===== src/rtl/core/stepper_step_dir_pulse_generator_top_macros.svh =====
// Assertion macros used by the step/dir pulse generator core (stp_core)
`ifndef STEPPER_STEP_DIR_PULSE_GENERATOR_TOP_MACROS_SVH
`define STEPPER_STEP_DIR_PULSE_GENERATOR_TOP_MACROS_SVH

// same-cycle implication, disabled during reset
`define STP_ASSERT_IMPL(label, clk, rst, ante, cons, msg) \
  label: assert property (@(posedge clk) disable iff (rst) (ante) |-> (cons)) \
    else $error(msg);

// next-cycle implication, disabled during reset
`define STP_ASSERT_NEXT(label, clk, rst, ante, cons, msg) \
  label: assert property (@(posedge clk) disable iff (rst) (ante) |=> (cons)) \
    else $error(msg);

`endif


===== src/rtl/core/stp_pkg.sv =====
// Types and constants of the step/dir pulse generator
package stp_pkg;

  localparam int PERIOD_W = 23;
  localparam int COUNT_W  = 31;
  localparam int STEPS_W  = 32;
  localparam int KIND_W   = 2;
  localparam int PCNT_W   = 16;
  localparam int PSC_W    = 7;

  localparam int PRESCALE     = 100;
  localparam int RESET_PERIOD = 1000;

  localparam int DEF_MIN_PERIOD  = 10;
  localparam int DEF_MAX_PERIOD  = 6553600;
  localparam int DEF_TIMER_LIMIT = 65535;
  localparam int DEF_PULSE_LEN   = 10;

  typedef enum logic [KIND_W-1:0] {
    KIND_TICK = 2'd0,
    KIND_MOVE = 2'd1,
    KIND_STOP = 2'd2
  } kind_t;

  typedef struct packed {
    logic              coarse;
    logic [PCNT_W-1:0] reload;
  } timer_cfg_t;

  typedef struct packed {
    logic                step_pin;
    logic                dir_pin;
    logic                moving;
    logic [COUNT_W-1:0]  remaining;
    logic                step_taken;
    logic [PERIOD_W-1:0] period_in_use;
  } result_t;

endpackage


===== src/rtl/core/stp_cfg.sv =====
// Period register and derivation of timer divider and reload
module stp_cfg import stp_pkg::*; #(
  parameter int MIN_PERIOD  = DEF_MIN_PERIOD,
  parameter int MAX_PERIOD  = DEF_MAX_PERIOD,
  parameter int TIMER_LIMIT = DEF_TIMER_LIMIT
) (
  input  logic                clk,
  input  logic                rst,
  input  logic                cfg_valid,
  output logic                cfg_ready,
  input  logic [PERIOD_W-1:0] cfg_data,
  output logic                pend,
  output timer_cfg_t          tcfg
);

  localparam int RECIP_SHIFT = 30;
  localparam int RECIP_W     = 24;
  localparam int PROD_W      = PERIOD_W + RECIP_W;
  localparam longint RECIP   = ((64'd1 << RECIP_SHIFT) + PRESCALE - 1) / PRESCALE;
  localparam bit RST_LARGE   = RESET_PERIOD > TIMER_LIMIT;
  localparam int RST_RELOAD  = (RST_LARGE ? RESET_PERIOD / PRESCALE : RESET_PERIOD) - 1;

  logic [PERIOD_W-1:0] period;
  logic [PROD_W-1:0]   prod;
  logic [PCNT_W-1:0]   quot;
  logic                wr_ok;
  logic                large_next;

  assign cfg_ready  = !pend;
  assign wr_ok      = cfg_valid && cfg_ready &&
                      (cfg_data > PERIOD_W'(MIN_PERIOD)) &&
                      (cfg_data < PERIOD_W'(MAX_PERIOD));
  assign prod       = PROD_W'(period) * PROD_W'(RECIP);
  assign quot       = prod[RECIP_SHIFT +: PCNT_W];
  assign large_next = period > PERIOD_W'(TIMER_LIMIT);

  always_ff @(posedge clk) begin
    if (rst) begin
      period      <= PERIOD_W'(RESET_PERIOD);
      pend        <= 1'b0;
      tcfg.coarse <= RST_LARGE;
      tcfg.reload <= PCNT_W'(RST_RELOAD);
    end else begin
      pend <= wr_ok;
      if (wr_ok) begin
        period <= cfg_data;
      end
      if (pend) begin
        tcfg.coarse <= large_next;
        tcfg.reload <= large_next ? quot - 1'b1 : period[PCNT_W-1:0] - 1'b1;
      end
    end
  end

endmodule


===== src/rtl/core/stp_core.sv =====
// Step timer, step counter and direction state with result formation
module stp_core import stp_pkg::*; #(
  parameter int PULSE_LEN = DEF_PULSE_LEN
) (
  input  logic               clk,
  input  logic               rst,
  input  logic               accept,
  input  logic [KIND_W-1:0]  kind,
  input  logic [STEPS_W-1:0] steps,
  input  timer_cfg_t         tcfg,
  output result_t            result
);

  `include "stepper_step_dir_pulse_generator_top_macros.svh"

  logic [COUNT_W-1:0] remaining_count, remaining_count_next;
  logic               direction, direction_next;
  logic               running, running_next;
  logic [PCNT_W-1:0]  period_counter, period_counter_next;
  logic [PSC_W-1:0]   prescale_counter, prescale_counter_next;
  logic               taken;

  logic [PSC_W-1:0]   psc_inc;
  logic [PSC_W-1:0]   divider;
  logic [COUNT_W-1:0] rem_base;
  logic               dir_base;
  logic [COUNT_W+1:0] sum;
  logic [COUNT_W+1:0] mag;
  logic               neg;
  logic [COUNT_W-1:0] rem_new;
  logic [PCNT_W:0]    reload_inc;

  assign psc_inc    = prescale_counter + 1'b1;
  assign divider    = tcfg.coarse ? PSC_W'(PRESCALE) : PSC_W'(1);
  assign rem_base   = running ? remaining_count : '0;
  assign dir_base   = running ? direction : 1'b1;
  assign sum        = {2'b00, rem_base} + {steps[STEPS_W-1], steps};
  assign neg        = sum[COUNT_W+1];
  assign mag        = neg ? -sum : sum;
  assign rem_new    = (mag[COUNT_W+1:COUNT_W] != 2'b00) ? '1 : mag[COUNT_W-1:0];
  assign reload_inc = {1'b0, tcfg.reload} + 1'b1;

  always_comb begin
    remaining_count_next  = remaining_count;
    direction_next        = direction;
    running_next          = running;
    period_counter_next   = period_counter;
    prescale_counter_next = prescale_counter;
    taken                 = 1'b0;
    case (kind)
      KIND_TICK: begin
        if (running) begin
          prescale_counter_next = psc_inc;
          if (psc_inc >= divider) begin
            prescale_counter_next = '0;
            if (period_counter >= tcfg.reload) begin
              period_counter_next = '0;
              taken               = 1'b1;
              if (remaining_count <= COUNT_W'(1)) begin
                running_next         = 1'b0;
                remaining_count_next = '0;
                direction_next       = 1'b1;
              end else begin
                remaining_count_next = remaining_count - 1'b1;
              end
            end else begin
              period_counter_next = period_counter + 1'b1;
            end
          end
        end
      end
      KIND_MOVE: begin
        if (steps != '0) begin
          remaining_count_next = rem_new;
          direction_next       = dir_base ^ neg;
          if (!running) begin
            period_counter_next   = '0;
            prescale_counter_next = '0;
            running_next          = 1'b1;
          end
        end
      end
      KIND_STOP: begin
        running_next         = 1'b0;
        remaining_count_next = '0;
        direction_next       = 1'b1;
      end
      default: begin
      end
    endcase
  end

  always_comb begin
    result.step_pin      = !(running_next && (period_counter_next < PCNT_W'(PULSE_LEN)));
    result.dir_pin       = direction_next;
    result.moving        = running_next;
    result.remaining     = remaining_count_next;
    result.step_taken    = taken;
    result.period_in_use = tcfg.coarse ?
                           PERIOD_W'(PERIOD_W'(reload_inc) * PERIOD_W'(PRESCALE)) :
                           PERIOD_W'(reload_inc);
  end

  always_ff @(posedge clk) begin
    if (rst) begin
      remaining_count  <= '0;
      direction        <= 1'b1;
      running          <= 1'b0;
      period_counter   <= '0;
      prescale_counter <= '0;
    end else if (accept) begin
      remaining_count  <= remaining_count_next;
      direction        <= direction_next;
      running          <= running_next;
      period_counter   <= period_counter_next;
      prescale_counter <= prescale_counter_next;
    end
  end

  `STP_ASSERT_IMPL(a_idle_clear, clk, rst, !running,
                   (remaining_count == '0) && direction, "idle with steps or reversed")
  `STP_ASSERT_IMPL(a_psc_range, clk, rst, 1'b1,
                   prescale_counter < PSC_W'(PRESCALE), "prescaler past divider")
  `STP_ASSERT_NEXT(a_stop, clk, rst, accept && (kind == KIND_STOP),
                   !running, "still running after stop")
  `STP_ASSERT_NEXT(a_fast_psc, clk, rst,
                   accept && running && !tcfg.coarse && (kind == KIND_TICK),
                   prescale_counter == '0, "prescaler moved at divider one")

endmodule


===== src/rtl/core/stp_obuf.sv =====
// Two-word output queue between the step logic and the result channel
module stp_obuf import stp_pkg::*; (
  input  logic    clk,
  input  logic    rst,
  input  logic    push,
  input  result_t din,
  output logic    full,
  output logic    out_valid,
  input  logic    out_stall,
  output result_t dout
);

  logic [1:0] count;
  result_t    head;
  result_t    tail;
  logic       pop;

  assign pop       = out_valid && !out_stall;
  assign out_valid = count != 2'd0;
  assign full      = count == 2'd2;
  assign dout      = head;

  always_ff @(posedge clk) begin
    if (rst) begin
      count <= 2'd0;
    end else begin
      case ({push, pop})
        2'b10: count <= count + 1'b1;
        2'b01: count <= count - 1'b1;
        default: begin
        end
      endcase
    end
  end

  always_ff @(posedge clk) begin
    case ({push, pop})
      2'b10: begin
        if (count == 2'd0) begin
          head <= din;
        end else begin
          tail <= din;
        end
      end
      2'b01: head <= tail;
      2'b11: begin
        if (count == 2'd1) begin
          head <= din;
        end else begin
          head <= tail;
          tail <= din;
        end
      end
      default: begin
      end
    endcase
  end

endmodule


===== src/rtl/core/stepper_step_dir_pulse_generator_top.sv =====
// Step/dir pulse generator: one word in per cycle while in_stall is low, one result word out
// per word. Every input word (base tick, signed move, stop) is applied to the timer and step
// state in the cycle it is taken and its result enters a registered two-word output queue,
// which offers it once the words ahead of it have been taken. in_stall rises only while
// that queue is full, and while an accepted period write is pending and the reciprocal
// multiplier derives the timer reload; cfg_ready is low while that write is pending.
module stepper_step_dir_pulse_generator_top import stp_pkg::*; #(
  parameter int MIN_PERIOD  = DEF_MIN_PERIOD,
  parameter int MAX_PERIOD  = DEF_MAX_PERIOD,
  parameter int TIMER_LIMIT = DEF_TIMER_LIMIT,
  parameter int PULSE_LEN   = DEF_PULSE_LEN
) (
  input  logic                clk,
  input  logic                rst,
  input  logic                in_valid,
  output logic                in_stall,
  input  logic [KIND_W-1:0]   kind,
  input  logic [STEPS_W-1:0]  steps,
  output logic                out_valid,
  input  logic                out_stall,
  output logic                step_pin,
  output logic                dir_pin,
  output logic                moving,
  output logic [COUNT_W-1:0]  remaining,
  output logic                step_taken,
  output logic [PERIOD_W-1:0] period_in_use,
  input  logic                cfg_valid,
  output logic                cfg_ready,
  input  logic [PERIOD_W-1:0] cfg_data
);

  timer_cfg_t tcfg;
  result_t    result;
  result_t    dout;
  logic       pend;
  logic       full;
  logic       accept;

  assign in_stall = pend || full;
  assign accept   = in_valid && !in_stall;

  stp_cfg #(
    .MIN_PERIOD  (MIN_PERIOD),
    .MAX_PERIOD  (MAX_PERIOD),
    .TIMER_LIMIT (TIMER_LIMIT)
  ) u_cfg (
    .clk       (clk),
    .rst       (rst),
    .cfg_valid (cfg_valid),
    .cfg_ready (cfg_ready),
    .cfg_data  (cfg_data),
    .pend      (pend),
    .tcfg      (tcfg)
  );

  stp_core #(
    .PULSE_LEN (PULSE_LEN)
  ) u_core (
    .clk    (clk),
    .rst    (rst),
    .accept (accept),
    .kind   (kind),
    .steps  (steps),
    .tcfg   (tcfg),
    .result (result)
  );

  stp_obuf u_obuf (
    .clk       (clk),
    .rst       (rst),
    .push      (accept),
    .din       (result),
    .full      (full),
    .out_valid (out_valid),
    .out_stall (out_stall),
    .dout      (dout)
  );

  assign step_pin      = dout.step_pin;
  assign dir_pin       = dout.dir_pin;
  assign moving        = dout.moving;
  assign remaining     = dout.remaining;
  assign step_taken    = dout.step_taken;
  assign period_in_use = dout.period_in_use;

endmodule


===== config.mk =====
export PLATFORM = sky130hd
export DESIGN_NAME = stepper_step_dir_pulse_generator_top
export DESIGN_NICKNAME = d
export VERILOG_FILES = /design/src/rtl/core/stp_pkg.sv /design/src/rtl/core/stp_cfg.sv /design/src/rtl/core/stp_core.sv /design/src/rtl/core/stp_obuf.sv /design/src/rtl/core/stepper_step_dir_pulse_generator_top.sv
export VERILOG_INCLUDE_DIRS = /design/src /design/src/rtl/core
export SDC_FILE = /design/constraint.sdc
export NUM_CORES = 1
export LEC_CHECK = 0
export BUFFER_PORTS_ARGS = -buffer_cell sky130_fd_sc_hd__buf_2
export CORE_AREA = 2 2 329 168
export DETAILED_ROUTE_END_ITERATION = 16
export DIE_AREA = 0 0 331 170
export PLACE_DENSITY = 0.75
export SKIP_LAST_GASP = 1
export SLEW_MARGIN = 20
export SYNTH_ARGS = -nofsm -noshare
export SYNTH_HDL_FRONTEND = slang
export SYNTH_SLANG_ARGS = --single-unit
export TNS_END_PERCENT = 10

===== constraint.sdc =====
create_clock -name clk -period 11.6 [get_ports clk]
set_input_delay 1.74 -clock clk [delete_from_list [all_inputs] [get_ports clk]]
set_output_delay 1.74 -clock clk [all_outputs]
set_load 0.03 [all_outputs]

; After elaboration in Yosys (flattened, before gate mapping)
; Cells that the tools add are included.
; Widths: inputs -> output; s select.
[totals]
regBits = 215
output_inout_bits = 61
wordCells = 125
[classes]
n_addsub = 10
n_mul = 2
order_cmp = 7
eq_ne = 13
muxes = 47
bitwise = 1
n_reduce_logical = 23
[op_table]
columns = operator, n
row1 = $mux 58, 4
row2 = $mux 31, 7
row3 = $pmux 58 s3, 1
row4 = $pmux 58 s2, 1
row5 = $mux 16, 6
row6 = $pmux 31 s3, 1
row7 = $mul 23x24->46 const B, 1
row8 = $mux 7, 5
row9 = $add 32x32->33, 1
row10 = $mux 33, 1
row11 = $neg 33->33, 1
row12 = $pmux 16 s2, 1
row13 = $reduce_bool 32->1, 1
row14 = $sub 16x1->16 const B, 2
row15 = $le 31x1->1 const B, 1
row16 = $sub 31x1->31 const B, 1
row17 = $gt 23x16->1 const B, 1
row18 = $gt 23x4->1 const B, 1
row19 = $lt 23x23->1 const B, 1
row20 = $mux 23, 1
row21 = $mul 17x5->21 const B, 1
row22 = $add 16x1->17 const B, 1
row23 = $add 16x1->16 const B, 1
row24 = $ge 16x16->1, 1
row25 = 23 further kinds, 60

; Logic depth before layout (Yosys ltp)
[depth]
ltp_word = 10
depth_mapped = 28
mapped_depth_nobuf = 28

; By module
; From an unflattened synthesis, not the netlist that was laid out.
[hier_totals]
cells_unflattened = 3163
hier_area_um2 = 27996.9
[modules_own_cells]
columns = module, instances, cells_each, area_per_inst_um2
row1 = stp_cfg, 1, 1268, 11962.7
row2 = stp_core, 1, 1489, 10367.4
row3 = stp_obuf, 1, 404, 5652.9
row4 = stepper_step_dir_pulse_generator_top, 1, 2, 13.8

; Worst setup path after synthesis
; No wires, ideal clock.
[synth_path]
path_type = flip-flop to flip-flop
start = register u_cfg.period[3]
end = register u_cfg.tcfg[12] (netlist name)
t_arrival_ns = 7.952
required_time_ns = 11.494
path_slack_ns = 3.542
path_stages_with_launch = 27
path_buffers = 0
path_cell_list = dfxtp_1 -> fa_1 -> fa_1 -> inv_1 -> fa_1 -> inv_1 -> fa_1 -> fa_1 -> fa_1 -> inv_1 -> fa_1 -> inv_1 -> ha_1 -> a21o_1 -> a21o_1 -> a21oi_1 -> a31oi_1 -> o311ai_1 -> nand3b_1 -> xnor2_1 -> a21oi_1 -> ha_1 -> and4bb_2 -> or4b_1 -> or3_1 -> or4_1 -> o311ai_0
[synth_via]
elab_chain_cells = 3
word_cells_on_any_way = 5
classes_between = 2 x add/sub / 1 x mul / 1 x order compare / 1 x mux
[synth_lines]
columns = element, line
row1 = "start, declared", stp_cfg.sv:23  ; logic [PERIOD_W-1:0] period;
row2 = "start signal, assigned", stp_cfg.sv:39  ; period <= PERIOD_W'(RESET_PERIOD);
row3 = "start signal, assigned", stp_cfg.sv:46  ; period <= cfg_data;
row4 = $mul 23x24->46, stp_cfg.sv:33  ; assign prod = PROD_W'(period) * PROD_W'(RECIP);
row5 = $sub 16x1->16, stp_cfg.sv:50  ; tcfg.reload <= large_next ? quot - 1'b1 : period[PCNT_W-1:0] - 1'b1;
row6 = $mux 16 *, stp_cfg.sv:50
; Mark *: on every way between the ends. The rest lies on a longest branch, timed or not.
; A chain may end at the register's enable or synchronous reset.

; Final worst setup path
[layout_path]
start = register u_cfg.period[4]
end = register u_cfg.tcfg[14] (netlist name)
[layout_via]
elab_chain_cells = 3
word_cells_on_any_way = 5
classes_between = 2 x add/sub / 1 x mul / 1 x order compare / 1 x mux
[layout_lines]
columns = element, line
row1 = $mul 23x24->46, stp_cfg.sv:33
row2 = $sub 16x1->16, stp_cfg.sv:50
row3 = $mux 16 *, stp_cfg.sv:50
; Marked as above.

==> reports/metrics.cfg <==
[sta]
max_slew.worst_pin.slew_ns = 1.06
fin_skew_ns = 0.00987
final_max_slew_viol_count = 0
period_share_pct = 77.2
report.final.hold_viol_count = 0
fmax_mhz = 112
rsz0062_at_grt = false
finalWorstSetupSlack_ns = 2.65
relSlewSlack_pct = 29.2
fin_setup_tns_ns = 0
period_needed_ns = 8.95
holdWs_ns = 0.523
setup_violations = 0

[status]
status = complete, no violations

[final_layout]
diodes = 0
final_layout_size_suffix_gt1_share_pct = 8.10
post-route-util_pct = 53.4
area_delta_synth_final_pct = 7.46
nNetsFinal = 3659
instances_no_fill = 3761

[place]
dp_hpwl_mm = 62.7
place.gp.congestion = 1.01
placed_cells = 3719
io_buffers = 122
dp_slack_ns = 2.78

[detailed_routing]
drtAntennaViolNets = 0
viasPerCell = 6.00
drtPass1Iterations = 6
drtIter0Drc = 1889
drc = 0
num_vias = 22567
drt-total-wl_mm = 77.8
wl_per_cell_um = 20.7

[floorplanning]
die_w_um = 331
core-area_um2 = 53300
fp.dieH_um = 170
rows = 60
dieArea_um2 = 56300
io_pins = 123
start_util_pct = 49.7

[global_route]
grt_pass1_wl_mm = 123
grt_max_degree = 60
overflow = 0
grt_pass1_vias = 22334
antenna_found_initial = 0
track_usage_pct = 27.6

[pwr]
power_leakage_nw = 13.5
ir_drop_mv = 0.278
p_per_area_nw_per_um2 = 298

[synthesis]
synth_edf_count = 116
netlist_area_um2 = 26500
ys_seq_area_share_pct = 20.6
yosysWarnings = 0
ys.flop_type = edfxtp_1
synthTopCellsByArea = ha_1, fa_1, edfxtp_1
synth_nets = 3601
synth-seq-cells = 215
synthDistinctLibCells = 110
yosysTopAreaCell = ha_1
syn_area_per_cell_um2 = 8.91
synthArstFlopShare_pct = 0
synthCells = 2973
synth_top_area_share_pct = 17.0

[min_path]
min_path_type = flop to flop
min_from = u_cfg.tcfg[11]

[worst_setup_path]
worstPathMaxFanout = 12
critPathMaxStageDelay_ns = 0.74
cp-start-kind = flop
slowest_stage = dfxtp_1
critPathTopFamily = adder cells
crit_top_cell = fa_1
worstPathArrival_ns = 9.37
crit_start = u_cfg.period[4]
cp_num_buf_inv = 4
crit_type = flop to flop
reg2reg_from = u_cfg.period[4]
required_ns = 12.02
critPathCaptureType = flop

[clock_tree]
cts_buffer_depth = 3
clk_pin_slew_ns = 0.07
post_cts_buffers = 0
cts_made_buffers = 23
cts_resized = 0
cts_tree = built
htreeDepth = 1
insertion_delay_ns = 0.55
cts_sinks = 215
cts_root_buf = clkbuf_16
hold_buffers = 0

[flow_run]
drv_cap = 0

[stage by stage]
| stage | area [um^2] | total power, W |
|---|---|---|
| detailed placement | 27700 | 0.00763 |
| CTS | 28500 | 0.00842 |
| global placement | 27700 | 0.00756 |
| global route | 28500 | 0.00927 |
| floorplan | 26500 | 0.00590 |
| finish | 28500 | 0.00849 |
[cell type report]
type / instances / area [um^2]
Inverter: 422 / 1580
Clock inverter: 17 / 155
Timing Repair Buffer: 144 / 776
Clock buffer: 25 / 583
Fill cell: 4831 / 24800
Sequential cell: 215 / 5470
Multi-Input combinational cell: 2225 / 19000
Tap cell: 713 / 892
[power breakdown]
group          switching, W  internal [W]
Clock              0.000350      0.000396
Combinational       0.00410       0.00244
Sequential         0.000122       0.00108
Total               0.00457       0.00392
[layer usage]
metal	track usage, %	part of all wire (%)	wire [um]
met4	10.3	4.2	3270
met1	36.4	43	33400
met2	47.2	47	36800
met3	2.47	5.5	4300
met5	0	0	0
[final timing paths]
kind,to,slack (ns),cells past startpoint
setup / recovery,u_cfg.tcfg[14],2.65,26
hold / removal,u_cfg.tcfg[11],0.52,2
setup reg to reg,u_cfg.tcfg[14],2.65,26
hold reg to reg,u_cfg.tcfg[11],0.52,2
[worst register-to-register path: stages (launching register included)]
cell      delay, ns
dfxtp_1        0.74
fa_1           0.60
fa_1           0.54
inv_1          0.05
fa_1           0.47
inv_1          0.05
fa_1           0.52
fa_1           0.44
fa_1           0.57
inv_1          0.06
fa_1           0.53
inv_1          0.04
ha_1           0.36
a21o_1         0.18
a21o_1         0.18
a21oi_1        0.22
a31oi_1        0.12
o311ai_1       0.57
nand3b_1       0.18
xnor2_1        0.16
a21oi_1        0.20
ha_1           0.23
and4bb_2       0.28
or4b_1         0.49
or3_1          0.42
or4_1          0.50
o311ai_0       0.12
[logic make-up after synthesis]
family	Yosys count	synth area share (%)
and+or+nand+nor	803	15.3
AOI/OAI and AO/OA	699	18.3
adders and majority gates	566	32.6
buffers and inverters	533	7.76
DFF	215	20.6
xor gates and xnor gates	109	3.63
muxes	48	1.84
[cells in the mapped netlist, drive strengths merged, types with 31 or more instances]
master and n:
inv 421, ha 360, nor2 226, fa 206
nand2 183, o21ai 151, a21oi 147, edfxtp 116
dfxtp 99, clkbuf 86, xnor2 72, nor3 62
nand3 56, and2 55, a21o 49, a22o 45
mux2i 42, nand4 41, a211oi 39, xor2 37
nor4 31
[flip-flops by register name (all words and copies together) (netlist names)]
| signal | cells |
|---|---|
| u_core.remaining_count | 31 |
| u_cfg.pend | 1 |
| u_obuf.tail | 58 |
| u_obuf.dout | 58 |
| u_core.running | 1 |
| u_core.direction | 1 |
| u_obuf.count | 2 |
| u_core.prescale_counter | 7 |
| u_cfg.period | 23 |
| u_core.period_counter | 16 |
| u_cfg.tcfg | 17 |
[placed cells by master (no fill, tap or decap), drive strengths merged, types with 11 or more instances in the layout]
cell type / n
a211o: 15
a211oi: 39
a21boi: 12
a21o: 49
a21oi: 147
a22o: 45
a22oi: 12
a31oi: 27
and2: 55
and3: 27
buf: 144
clkbuf: 25
clkinv: 11
dfxtp: 99
edfxtp: 116
fa: 206
ha: 360
inv: 424
mux2i: 42
nand2: 183
nand2b: 14
nand3: 56
nand4: 41
nor2: 226
nor3: 62
nor4: 31
o211ai: 28
o21a: 27
o21ai: 151
o22ai: 16
o311ai: 12
o31ai: 15
or2: 14
or3: 19
or4: 14
xnor2: 72
xor2: 37
Note: power is estimated with default switching activity, not from simulation.
